File: src/sv/random_walk_grid_carver_unit_macros.svh
// assertion macros of the random walk grid carver control module
`ifndef RANDOM_WALK_GRID_CARVER_UNIT_MACROS_SVH
`define RANDOM_WALK_GRID_CARVER_UNIT_MACROS_SVH

`ifndef NO_ASSERTIONS
// same-cycle property under the async active-low reset
`define RWGC_ASSERT(lbl, clk, rst_n, prop, msg) \
	lbl: assert property (@(posedge clk) disable iff (!rst_n) prop) else $error(msg);
// antecedent in one cycle, consequent in the next
`define RWGC_ASSERT_NEXT(lbl, clk, rst_n, ante, cons, msg) \
	lbl: assert property (@(posedge clk) disable iff (!rst_n) (ante) |=> (cons)) else $error(msg);
`else
`define RWGC_ASSERT(lbl, clk, rst_n, prop, msg)
`define RWGC_ASSERT_NEXT(lbl, clk, rst_n, ante, cons, msg)
`endif

`endif

File: src/sv/rwgc_pkg.sv
// types, constants and helpers of the random walk grid carver
package rwgc_pkg;

	// map geometry
	localparam int MAX_ROWS  = 32;
	localparam int MAX_COLS  = 64;
	localparam int ROW_W     = 5;
	localparam int COL_W     = 6;
	localparam int ROWN_W    = 6;
	localparam int COLN_W    = 7;
	localparam int MAP_DEPTH = MAX_ROWS * MAX_COLS;
	localparam int MAP_AW    = $clog2(MAP_DEPTH);

	// configuration register widths and reset values
	localparam int ROWS_CFG_W = 6;
	localparam int COLS_CFG_W = 7;
	localparam int CFG_IDX_W  = 2;
	localparam int CFG_DATA_W = 7;
	localparam logic [ROWS_CFG_W-1:0] ROWS_RST = ROWS_CFG_W'(30);
	localparam logic [COLS_CFG_W-1:0] COLS_RST = COLS_CFG_W'(50);

	// item fields
	localparam int FUNC_W    = 2;
	localparam int DIR_BITS  = 2;
	localparam int CNT_W     = 12;
	localparam int IN_DATA_W = 16;
	localparam int OUT_DATA_W = 32;
	localparam int OUT_USED_W = ROW_W + COL_W + 1 + CNT_W + 1 + 1;

	// epoch tags in the map: a cell is floor when its tag equals the current epoch
	localparam int EPOCH_W = 8;
	localparam logic [EPOCH_W-1:0] EPOCH_CLR  = {EPOCH_W{1'b1}};
	localparam logic [EPOCH_W-1:0] EPOCH_LAST = EPOCH_CLR - EPOCH_W'(1);

	localparam logic [CFG_IDX_W-1:0] CFG_ROWS = CFG_IDX_W'(0);
	localparam logic [CFG_IDX_W-1:0] CFG_COLS = CFG_IDX_W'(1);

	typedef enum logic [FUNC_W-1:0] {
		FUNC_RESTART = 2'd0,
		FUNC_MOVE    = 2'd1,
		FUNC_READ    = 2'd2,
		FUNC_NOP     = 2'd3
	} func_t;

	typedef enum logic [DIR_BITS-1:0] {
		DIR_N = 2'd0,
		DIR_E = 2'd1,
		DIR_S = 2'd2,
		DIR_W = 2'd3
	} dir_t;

	typedef enum logic [1:0] {
		ST_CLEAR = 2'd0,
		ST_IDLE  = 2'd1,
		ST_EXEC  = 2'd2
	} state_t;

	// map memory access
	typedef struct packed {
		logic              we;
		logic [MAP_AW-1:0] waddr;
		logic [EPOCH_W-1:0] wdata;
		logic              re;
		logic [MAP_AW-1:0] raddr;
	} mem_req_t;

	// grid size in use
	typedef struct packed {
		logic [ROWN_W-1:0] rows;
		logic [COLN_W-1:0] cols;
		logic [CNT_W-1:0]  half;
	} grid_cfg_t;

	function automatic logic [MAP_AW-1:0] map_addr(input logic [ROW_W-1:0] row,
		input logic [COL_W-1:0] col);
		map_addr = MAP_AW'(MAP_AW'(row) * MAP_AW'(MAX_COLS) + MAP_AW'(col));
	endfunction

endpackage

File: src/sv/rwgc_ctrl.sv
// walker control: item decode, map read-modify-write, clearing sweep, result register
`include "random_walk_grid_carver_unit_macros.svh"

module rwgc_ctrl (
	input  logic                          clk,
	input  logic                          arst_n,
	input  rwgc_pkg::grid_cfg_t           grid,
	input  logic                          s_tvalid,
	output logic                          s_tready,
	// direction[1:0], pick_row[6:2], pick_col[12:7], zero fill
	input  logic [rwgc_pkg::IN_DATA_W-1:0] s_tdata,
	// func[1:0]
	input  logic [rwgc_pkg::FUNC_W-1:0]   s_tuser,
	output logic                          m_tvalid,
	input  logic                          m_tready,
	// walker_row[4:0], walker_col[10:5], carved[11], floor_total[23:12],
	// finished[24], cell_is_floor[25], zero fill
	output logic [rwgc_pkg::OUT_DATA_W-1:0] m_tdata,
	output rwgc_pkg::mem_req_t            mem_req,
	input  logic [rwgc_pkg::EPOCH_W-1:0]  mem_rdata
);
	import rwgc_pkg::*;

	state_t state_q, state_d;
	logic [MAP_AW-1:0]  clr_cnt_q;
	logic               pend_q;
	logic [EPOCH_W-1:0] epoch_q;
	logic [ROW_W-1:0]   pos_row_q;
	logic [COL_W-1:0]   pos_col_q;
	logic [CNT_W-1:0]   count_q;

	// item in flight
	func_t              func_s1;
	logic               ok_s1;
	logic               inrange_s1;
	logic [ROW_W-1:0]   nr_s1;
	logic [COL_W-1:0]   nc_s1;
	logic [MAP_AW-1:0]  addr_s1;

	// result register
	logic               out_valid_q;
	logic [ROW_W-1:0]   out_row_q;
	logic [COL_W-1:0]   out_col_q;
	logic               out_carved_q;
	logic [CNT_W-1:0]   out_count_q;
	logic               out_fin_q;
	logic               out_cell_q;

	// input decode
	func_t             in_func;
	dir_t              in_dir;
	logic [ROW_W-1:0]  in_prow;
	logic [COL_W-1:0]  in_pcol;
	logic              accept;
	logic              restart_wrap;
	logic              clr_last;

	always_comb begin
		in_func      = func_t'(s_tuser);
		in_dir       = dir_t'(s_tdata[DIR_BITS-1:0]);
		in_prow      = s_tdata[DIR_BITS +: ROW_W];
		in_pcol      = s_tdata[DIR_BITS+ROW_W +: COL_W];
		accept       = s_tvalid && s_tready;
		restart_wrap = (in_func == FUNC_RESTART) && (epoch_q == EPOCH_LAST);
		clr_last     = (clr_cnt_q == MAP_AW'(MAP_DEPTH - 1));
	end

	// move target and bounds on the axis that changes
	logic [ROWN_W:0]  row_ext;
	logic [COLN_W:0]  col_ext;
	logic [ROWN_W:0]  rows_ext;
	logic [COLN_W:0]  cols_ext;
	logic             done_now;
	logic             mv_ok;
	logic [ROW_W-1:0] mv_row;
	logic [COL_W-1:0] mv_col;

	always_comb begin
		row_ext  = (ROWN_W+1)'(pos_row_q);
		col_ext  = (COLN_W+1)'(pos_col_q);
		rows_ext = (ROWN_W+1)'(grid.rows);
		cols_ext = (COLN_W+1)'(grid.cols);
		done_now = (count_q >= grid.half);
		mv_row   = pos_row_q;
		mv_col   = pos_col_q;
		mv_ok    = 1'b0;
		case (in_dir)
			DIR_N: begin
				mv_ok  = (row_ext >= (ROWN_W+1)'(2)) && (row_ext + (ROWN_W+1)'(1) <= rows_ext);
				mv_row = pos_row_q - ROW_W'(1);
			end
			DIR_S: begin
				mv_ok  = (row_ext + (ROWN_W+1)'(3) <= rows_ext);
				mv_row = pos_row_q + ROW_W'(1);
			end
			DIR_E: begin
				mv_ok  = (col_ext + (COLN_W+1)'(3) <= cols_ext);
				mv_col = pos_col_q + COL_W'(1);
			end
			DIR_W: begin
				mv_ok  = (col_ext >= (COLN_W+1)'(2)) && (col_ext + (COLN_W+1)'(1) <= cols_ext);
				mv_col = pos_col_q - COL_W'(1);
			end
			default: begin
				mv_ok = 1'b0;
			end
		endcase
		mv_ok = mv_ok && !done_now;
	end

	// restart cell, saturated to the grid in use
	logic [ROW_W-1:0] rs_row;
	logic [COL_W-1:0] rs_col;
	logic             rd_inrange;

	always_comb begin
		if (grid.rows == '0) begin
			rs_row = '0;
		end else if (ROWN_W'(in_prow) >= grid.rows) begin
			rs_row = ROW_W'(grid.rows - ROWN_W'(1));
		end else begin
			rs_row = in_prow;
		end
		if (grid.cols == '0) begin
			rs_col = '0;
		end else if (COLN_W'(in_pcol) >= grid.cols) begin
			rs_col = COL_W'(grid.cols - COLN_W'(1));
		end else begin
			rs_col = in_pcol;
		end
		rd_inrange = (ROWN_W'(in_prow) < grid.rows) && (COLN_W'(in_pcol) < grid.cols);
	end

	// execute state: tag compare and new state
	logic             fire;
	logic             floor_hit;
	logic             carve;
	logic [ROW_W-1:0] row_new;
	logic [COL_W-1:0] col_new;
	logic [CNT_W-1:0] count_new;
	logic             cell_new;

	always_comb begin
		fire      = (state_q == ST_EXEC) && (!out_valid_q || m_tready);
		floor_hit = (mem_rdata == epoch_q);
		carve     = 1'b0;
		row_new   = pos_row_q;
		col_new   = pos_col_q;
		count_new = count_q;
		cell_new  = 1'b0;
		case (func_s1)
			FUNC_RESTART: begin
				carve     = 1'b1;
				row_new   = nr_s1;
				col_new   = nc_s1;
				count_new = CNT_W'(1);
			end
			FUNC_MOVE: begin
				if (ok_s1) begin
					row_new = nr_s1;
					col_new = nc_s1;
					if (!floor_hit) begin
						carve     = 1'b1;
						count_new = count_q + CNT_W'(1);
					end
				end
			end
			FUNC_READ: begin
				cell_new = inrange_s1 && floor_hit;
			end
			default: begin
				carve = 1'b0;
			end
		endcase
	end

	// next state
	always_comb begin
		state_d = state_q;
		case (state_q)
			ST_CLEAR: begin
				if (clr_last) begin
					state_d = pend_q ? ST_EXEC : ST_IDLE;
				end
			end
			ST_IDLE: begin
				if (s_tvalid) begin
					state_d = restart_wrap ? ST_CLEAR : ST_EXEC;
				end
			end
			ST_EXEC: begin
				if (fire) begin
					state_d = ST_IDLE;
				end
			end
			default: begin
				state_d = ST_CLEAR;
			end
		endcase
	end

	// handshake and memory port
	always_comb begin
		s_tready      = 1'b0;
		mem_req.we    = 1'b0;
		mem_req.waddr = addr_s1;
		mem_req.wdata = epoch_q;
		mem_req.re    = 1'b0;
		mem_req.raddr = (in_func == FUNC_READ) ? map_addr(in_prow, in_pcol)
		                                       : map_addr(mv_row, mv_col);
		case (state_q)
			ST_CLEAR: begin
				mem_req.we    = 1'b1;
				mem_req.waddr = clr_cnt_q;
				mem_req.wdata = EPOCH_CLR;
			end
			ST_IDLE: begin
				s_tready   = 1'b1;
				mem_req.re = s_tvalid && ((in_func == FUNC_MOVE) || (in_func == FUNC_READ));
			end
			ST_EXEC: begin
				mem_req.we = fire && carve;
			end
			default: begin
				s_tready = 1'b0;
			end
		endcase
	end

	// control state
	always_ff @(posedge clk or negedge arst_n) begin
		if (!arst_n) begin
			state_q   <= ST_CLEAR;
			clr_cnt_q <= '0;
			pend_q    <= 1'b0;
			epoch_q   <= '0;
			pos_row_q <= '0;
			pos_col_q <= '0;
			count_q   <= '0;
		end else begin
			state_q <= state_d;
			if (state_q == ST_CLEAR) begin
				clr_cnt_q <= clr_cnt_q + MAP_AW'(1);
				if (clr_last) begin
					epoch_q <= '0;
					pend_q  <= 1'b0;
				end
			end
			if (accept && (in_func == FUNC_RESTART)) begin
				if (restart_wrap) begin
					pend_q <= 1'b1;
				end else begin
					epoch_q <= epoch_q + EPOCH_W'(1);
				end
			end
			if (fire) begin
				pos_row_q <= row_new;
				pos_col_q <= col_new;
				count_q   <= count_new;
			end
		end
	end

	// item capture
	always_ff @(posedge clk) begin
		if (accept) begin
			func_s1    <= in_func;
			ok_s1      <= mv_ok;
			inrange_s1 <= rd_inrange;
			nr_s1      <= (in_func == FUNC_RESTART) ? rs_row : mv_row;
			nc_s1      <= (in_func == FUNC_RESTART) ? rs_col : mv_col;
			addr_s1    <= (in_func == FUNC_RESTART) ? map_addr(rs_row, rs_col)
			                                        : map_addr(mv_row, mv_col);
		end
	end

	// result valid
	always_ff @(posedge clk or negedge arst_n) begin
		if (!arst_n) begin
			out_valid_q <= 1'b0;
		end else if (fire) begin
			out_valid_q <= 1'b1;
		end else if (m_tready) begin
			out_valid_q <= 1'b0;
		end
	end

	// result payload
	always_ff @(posedge clk) begin
		if (fire) begin
			out_row_q    <= row_new;
			out_col_q    <= col_new;
			out_carved_q <= carve;
			out_count_q  <= count_new;
			out_fin_q    <= (count_new >= grid.half);
			out_cell_q   <= cell_new;
		end
	end

	assign m_tvalid = out_valid_q;
	assign m_tdata  = {(OUT_DATA_W-OUT_USED_W)'(0), out_cell_q, out_fin_q, out_count_q,
	                   out_carved_q, out_col_q, out_row_q};

	// map writes never share a cycle with an accepted item
	`RWGC_ASSERT(a_no_write_on_accept, clk, arst_n, mem_req.we |-> !accept, "map write during accept")
	// floor count only changes on a carve or a restart
	`RWGC_ASSERT_NEXT(a_count_hold, clk, arst_n, !(fire && carve), $stable(count_q), "floor count changed without a carve")
	// a result appears only after an item completed
	`RWGC_ASSERT(a_result_source, clk, arst_n, $rose(out_valid_q) |-> $past(fire), "result without completed item")

endmodule

File: config.mk
export PLATFORM = sky130hd
export DESIGN_NAME = rwgc_ctrl
export DESIGN_NICKNAME = d
export VERILOG_FILES = /design/src/sv/rwgc_pkg.sv /design/src/sv/rwgc_ctrl.sv
export VERILOG_INCLUDE_DIRS = /design/src /design/src/sv
export SDC_FILE = /design/constraint.sdc
export NUM_CORES = 1
export LEC_CHECK = 0
export ABC_CLOCK_PERIOD_IN_PS = 3600
export BUFFER_PORTS_ARGS = -buffer_cell sky130_fd_sc_hd__buf_4
export CORE_MARGIN = 3
export CORE_UTILIZATION = 58
export DETAILED_ROUTE_END_ITERATION = 8
export PLACE_DENSITY = 0.86
export SETUP_SLACK_MARGIN = 0.2
export SLEW_MARGIN = 20
export SYNTH_ARGS = -nofsm -noshare
export SYNTH_HDL_FRONTEND = slang
export SYNTH_SLANG_ARGS = --single-unit
File: constraint.sdc
create_clock -name clk -period 3.6 [get_ports clk]
set_clock_uncertainty 0.1 [all_clocks]
set_input_delay 0.18 -clock clk [delete_from_list [all_inputs] [get_ports clk]]
set_output_delay 0.18 -clock clk [all_outputs]
set_load 0.02 [all_outputs]
==> results of run 1 <==
## through the flow
| step | util [%] | power (mW) | hold slack [ps] | worst slack (ps) | std cells |
|---|---|---|---|---|---|
| 4_1_cts | 70.9 | 2.26 | 18.5 | 382 | 987 |
| 5_1_grt | 70.9 | 2.35 | 24.9 | 213 | 987 |
| 6_report | 70.9 | 2.26 | 25.6 | 392 | 987 |
| 3_3_place_gp | 68.1 | 1.33 | 123 | 449 | 968 |
| 3_5_place_dp | 68.1 | 1.35 | 141 | 383 | 968 |
| 2_1_floorplan | - | 1.23 | -216 | 569 | 740 |
## worst min path at each step
stage / startpoint / to / slack (ps)
floorplan: arst_n / clr_cnt_q[0] / -220
global placement: arst_n / epoch_q[2] / 120
detailed placement: arst_n / epoch_q[3] / 140
CTS: s_tvalid / state_q[0] / 20
global route: s_tvalid / state_q[0] / 20
finish: s_tvalid / state_q[0] / 30
## layer usage
layer / routed length (microns) / part of all wire (%) / track usage, % / up-vias
met1: 7320 / 40 / 35.0 / 2853
met4: 710 / 3.9 / 13.2 / 0
met5: 0 / 0 / 0 / -
met2: 9000 / 49 / 47.6 / 292
li1: - / - / - / 2857
met3: 1360 / 7.4 / 5.69 / 66
## cell usage in the layout, fill, tap and decap left out, types with 25 or more instances in the layout
master	Yosys	final
mux2_2	27	27
o21ai_0	31	31
inv_1	59	59
dfrtp_1	46	45
xnor2_1	39	39
edfxtp_1	41	41
a21oi_1	30	29
nand2_1	66	66
nor2_1	41	41
ha_1	80	80
buf_4	11	120
mux2i_1	25	25
## sequential cells by signal (all words and copies together) (netlist names), 5 cells and up
name and flops:
clr_cnt_q 11, count_q 12, epoch_q 8, nc_s1 5, nr_s1 5, out_col_q 6, out_count_q 12, out_row_q 5
pos_col_q 6, pos_row_q 5
## worst max-delay path: cells and delay by family (launching register included)
kind,cells,cell delay (ps)
buffers and inverters,1,250
adders and majority gates,1,280
AOI/OAI and AO/OA,6,1260
xor gates and xnor gates,1,200
DFF,1,460
and+or+nand+nor,2,390
## area by class of cell
cell class | instances | area [sq um]
sequential | 87 | 2380
fill | 842 | 3360
clock inverter | 5 | 47.5
multi-input combinational | 559 | 4200
tap | 143 | 179
clock buffer | 11 | 243
timing repair buffer | 123 | 931
inverter | 59 | 221
## power by group through the flow
stage | combinational [mW] | sequential [mW] | clock (mW)
floorplan | 0.169 | 1.06 | 0
global placement | 0.275 | 1.06 | 0
detailed placement | 0.290 | 1.06 | 0
CTS | 0.295 | 1.04 | 0.925
global route | 0.326 | 1.04 | 0.983
finish | 0.296 | 1.04 | 0.920
## cell families (layout without fill, tap and decap cells)
family,after synthesis,after routing,share of synthesized area (%)
AO/OA/AOI/OAI,132,132,12.9
buffers and inverters,94,198,5.80
adder cells (fa/ha/maj),82,82,15.0
AND/OR/NAND/NOR,230,230,16.8
XOR/XNOR,57,57,7.19
other,1,6,0.0540
multiplexers,52,52,7.98
flip-flops,87,87,34.3
## what timing repair did
action                                  CTS  global route
hold buffers                              3             0
resized for setup                         0             1
endpoints found under the hold margin    48             0
endpoints found under the setup margin    0             1
==> results.txt, run 1 <==
Final Hold Vio Count - 0
Crit path largest cell delay - 460 ps
Post-synthesis async set-or-reset flop share - 52.9%
Synthesis Warnings - 0
Reg2Reg Setup Slack - 390 ps
Tot GR Track Use - 28.3%
Post-DRT Antenna Nets - 0
Initial Utilization - 60.1%
Worst hold path cell count - 3
CP Capture Point - out_fin_q
CP startpoint kind - flop
First-pass GRT wire length - 29900 microns
Count of pins over their slew limit - 0
Post-place instance area - 7880 sq um
Vias/cell - 6.15
Clk pin slew, worst setup/hold paths - 60 ps
Io pins - 121
Setup CP Type - flop to flop
Period utilization - 89.1%
Setup violators final - 0
Number of remaining DRC errors - 0
Max stage delay cell, worst path - dfrtp_1
TNS Setup - 0 ps
Max FO, Critical Path - 11
H-tree Lvls - 3
DR WL/cell - 18.6 microns
Most common cell in the netlist - ha_1
Core area - 11600 sq um
Rows - 39
R2r endpoint - out_fin_q
Status - completed
CP arrival - 3210 ps
R2R cell count - 11
DRT iter0 DRCs - 523
Hold Crit Class - primary input to flop
Initial antenna violation count - 0
Synth area leader - edfxtp_1
Peak VDD IR - 249 uV
Reg-to-reg startpoint - epoch_q[0]
Die height - 115 microns
Tmin final - 3210 ps
PwrDens - 275 nW/um^2
WP data required - 3600 ps
Pleak - 3.91 nW
Largest net degree at the start of global routing - 47
Synthesized cell area - 6950 sq um
Finished Cell Area - 8200 sq um
Via count - 6068
Drt first pass iters - 5
Die area - 13300 sq um
Slew @ Worst Pin - 1010 ps
Comb power frac - 13.1%
Max-Slew Margin vs Limit - 31.7%
Synthesis-to-finish area growth - 18.1%
Number of synthesized flops with an enable pin - 41
Sw Ratio - 23.8%
Detailed placer's ending HPWL - 14200 microns
Post-synthesis sequential area ratio - 34.3%
IO Port Bufs - 111
DRT Wirelength - 18400 microns
Clock sink total - 87
Max_cap viols - 0
Clk_lat worst skew - 340 ps
Worst path cell trace - xor2_1 > nor4_2 > buf_4 > a21o_1 > nand2_1 > a21oi_1 > ha_1 > a21o_1 > a21oi_1 > o211ai_1 > a31o_2
Critical path origin - epoch_q[0]
Net load switching power - 537 uW
Yosys cell types - 66
Die Wd - 115 microns
Mean Syn Cell Area - 9.45 sq um
Root Driver - clkbuf_16
Total Nets Final - 976
Setup Fix Bufs, Post-CTS - 0
FF+latch count, synth - 87
Max clock buf depth - 2
Gate count of the mapped netlist - 735
Routability cong. - 0.882
Top cells by area, synth - edfxtp_1, dfrtp_1, ha_1
Clock share of power - 40.8%
Ratio of cells with drive above 1 in the final layout - 21.1%
Vias in the first global route - 6213
Top FF cell, synth - dfrtp_1
Reg power frac - 46.1%
N_diodes - 0
Post-synth top area share - 17.7%
CTS tree - done
P_int - 1.72 mW
CTS Buf Count - 9
Critical Path Sink Type - flop
Max Fclk - 312 MHz
RSZ-0062 raised after global routing - no
Grt total ovfl - 0
Commonest cells in the netlist - ha_1, nand2_1, inv_1
No activity file was read; power rests on OpenSTA's default activity.
==> run 2: changes to the inputs <==
--- a/config.mk
+++ b/config.mk
@@ -11,7 +11,7 @@
 export CORE_MARGIN = 3
 export CORE_UTILIZATION = 58
 export DETAILED_ROUTE_END_ITERATION = 8
-export PLACE_DENSITY = 0.86
+export PLACE_DENSITY_LB_ADDON = 0.3
 export SETUP_SLACK_MARGIN = 0.2
 export SLEW_MARGIN = 20
 export SYNTH_ARGS = -nofsm -noshare
==> run 2 against run 1 <==
Net effect: first-iteration DRC count down 4.8%; sequential power is essentially flat; combinational power about the same; maximum frequency decreased by 0.90%; die area is the same; hold slack improved by 1.4 ps; critical endpoint unchanged; largest power group unchanged.
==> results.txt, run 2 (same netlist as run 1, synthesis figures left out) <==
Vias in the first global route - 5852
Die height - 115 microns
Count of pins over their slew limit - 0
WP data required - 3610 ps
Footprint of the multi-input gates - 4190 sq um
Drt first pass iters - 5
Ratio of cells with drive above 1 in the final layout - 21.0%
Number of remaining DRC errors - 0
Max_cap viols - 0
Critical Path Sink Type - flop
Regs by FF count - count_q x12, out_count_q x12, clr_cnt_q x11
Clk_lat worst skew - 340 ps
Pleak - 3.93 nW
Initial Utilization - 60.1%
N_diodes - 0
RSZ-0062 raised after global routing - no
Placed cell count - 970
PwrDens - 282 nW/um^2
Place WS - 356 ps
Setup ws final - 363 ps
Tot GR Track Use - 27.3%
Setup violators final - 0
Rows - 39
Max-Slew Margin vs Limit - 33.4%
Peak VDD IR - 217 uV
Commonest cells after routing, fill and taps aside - buf_4, ha_1, nand2_1, inv_1, dfrtp_1
First-pass GRT wire length - 29000 microns
Post-place instance area - 7890 sq um
DR WL/cell - 18.4 microns
Setup CP Type - flop to flop
Detailed placer's ending HPWL - 13900 microns
Grt total ovfl - 0
Period utilization - 89.9%
Final Hold Vio Count - 0
DRT iter0 DRCs - 498
Tmin final - 3240 ps
Vias/cell - 6.09
Most common cell after layout, fill and taps aside - buf_4
Finished Cell Area - 8240 sq um
Core area - 11600 sq um
CP arrival - 3240 ps
Status - completed
CP startpoint kind - flop
Clock sink total - 87
Max FO, Critical Path - 11
IO Port Bufs - 111
Final std cells w/o fill - 989
Root Driver - clkbuf_16
Largest net degree at the start of global routing - 47
Fillers - 839
Hold Crit Class - primary input to flop
Die Wd - 115 microns
Max clock buf depth - 2
Routability cong. - 0.922
Seq. cell area - 2380 sq um
Synthesis-to-finish area growth - 18.6%
CTS tree - done
Post-DRT Antenna Nets - 0
CTS Buf Count - 9
Max Fclk - 309 MHz
DRT Wirelength - 18200 microns
Io pins - 121
Slew @ Worst Pin - 986 ps
Via count - 6024
Total Nets Final - 978
Initial antenna violation count - 1
H-tree Lvls - 3
TNS Setup - 0 ps
Hold_ws - 27.0 ps
Clk pin slew, worst setup/hold paths - 70 ps
Die area - 13300 sq um
Setup Fix Bufs, Post-CTS - 0
-- run 2: changes by cell type in the layout (fill, tap and decap cells not counted), sizes merged --
cell | before | now
buf | 120 | 122
bufinv | 1 | 2
clkbuf | 11 | 12
clkinv | 4 | 2
-- run 2: critical path, cell delays in order (launching register included) --
cell	delay, ps
dfrtp_1	460
xor2_1	200
nor4_2	320
buf_4	250
a21oi_2	150
xnor2_1	170
and2_1	180
ha_1	260
nand2b_1	140
a21o_1	170
a21oi_1	180
o211ai_1	150
a31o_2	260
-- run 2: where the power goes --
| group | leakage, nW | internal (mW) | switching, mW |
|---|---|---|---|
| sequential | 0.990 | 1.04 | 0.0000679 |
| clock | 0.154 | 0.624 | 0.364 |
| combinational | 2.78 | 0.129 | 0.166 |
-- run 2: path summary, 6_finish.rpt --
check                             start            to  slack [ps]  cells past startpoint
min                            s_tvalid    state_q[0]          30                      3
max                          epoch_q[0]     out_fin_q         360                     12
min reg2reg                clr_cnt_q[2]  clr_cnt_q[2]         450                      1
max reg2reg                  epoch_q[0]     out_fin_q         360                     12
min in group asynchronous        arst_n    epoch_q[4]         290                      2
max in group asynchronous        arst_n    count_q[8]        2690                      2
-- run 2: repair_timing --
item | 4_1_cts | 5_1_grt
hold buffers | 3 | 0
gates resized for setup | 0 | 0
hold endpoints to repair | 48 | 0
-- run 2: final cells by class --
cell class	instances	share of cell area (%)
clock buffers	12	2.99
repair buffers	125	11.5
inverters	59	2.69
clock inverters	4	0.835
multi-input cells	559	50.9
well taps	143	2.17
flip-flops and latches	87	28.9
-- run 2: per-stage QoR --
| step | total power [mW] | util, % |
|---|---|---|
| after floorplan | 1.23 | - |
| after global placement | 1.34 | 68.2 |
| after detailed placement | 1.35 | 68.2 |
| after CTS | 2.33 | 71.2 |
| after global routing | 2.41 | 71.2 |
| final | 2.32 | 71.2 |
-- run 2: routing by layer --
layer	track usage [%]	vias up	wire (microns)	share of wire [%]
met1	36.4	2891	7700	42
met5	0	-	13	0.072
met4	9.62	2	428	2.4
met2	45.9	243	8920	49
met3	3.45	39	1090	6.0
li1	-	2849	-	-
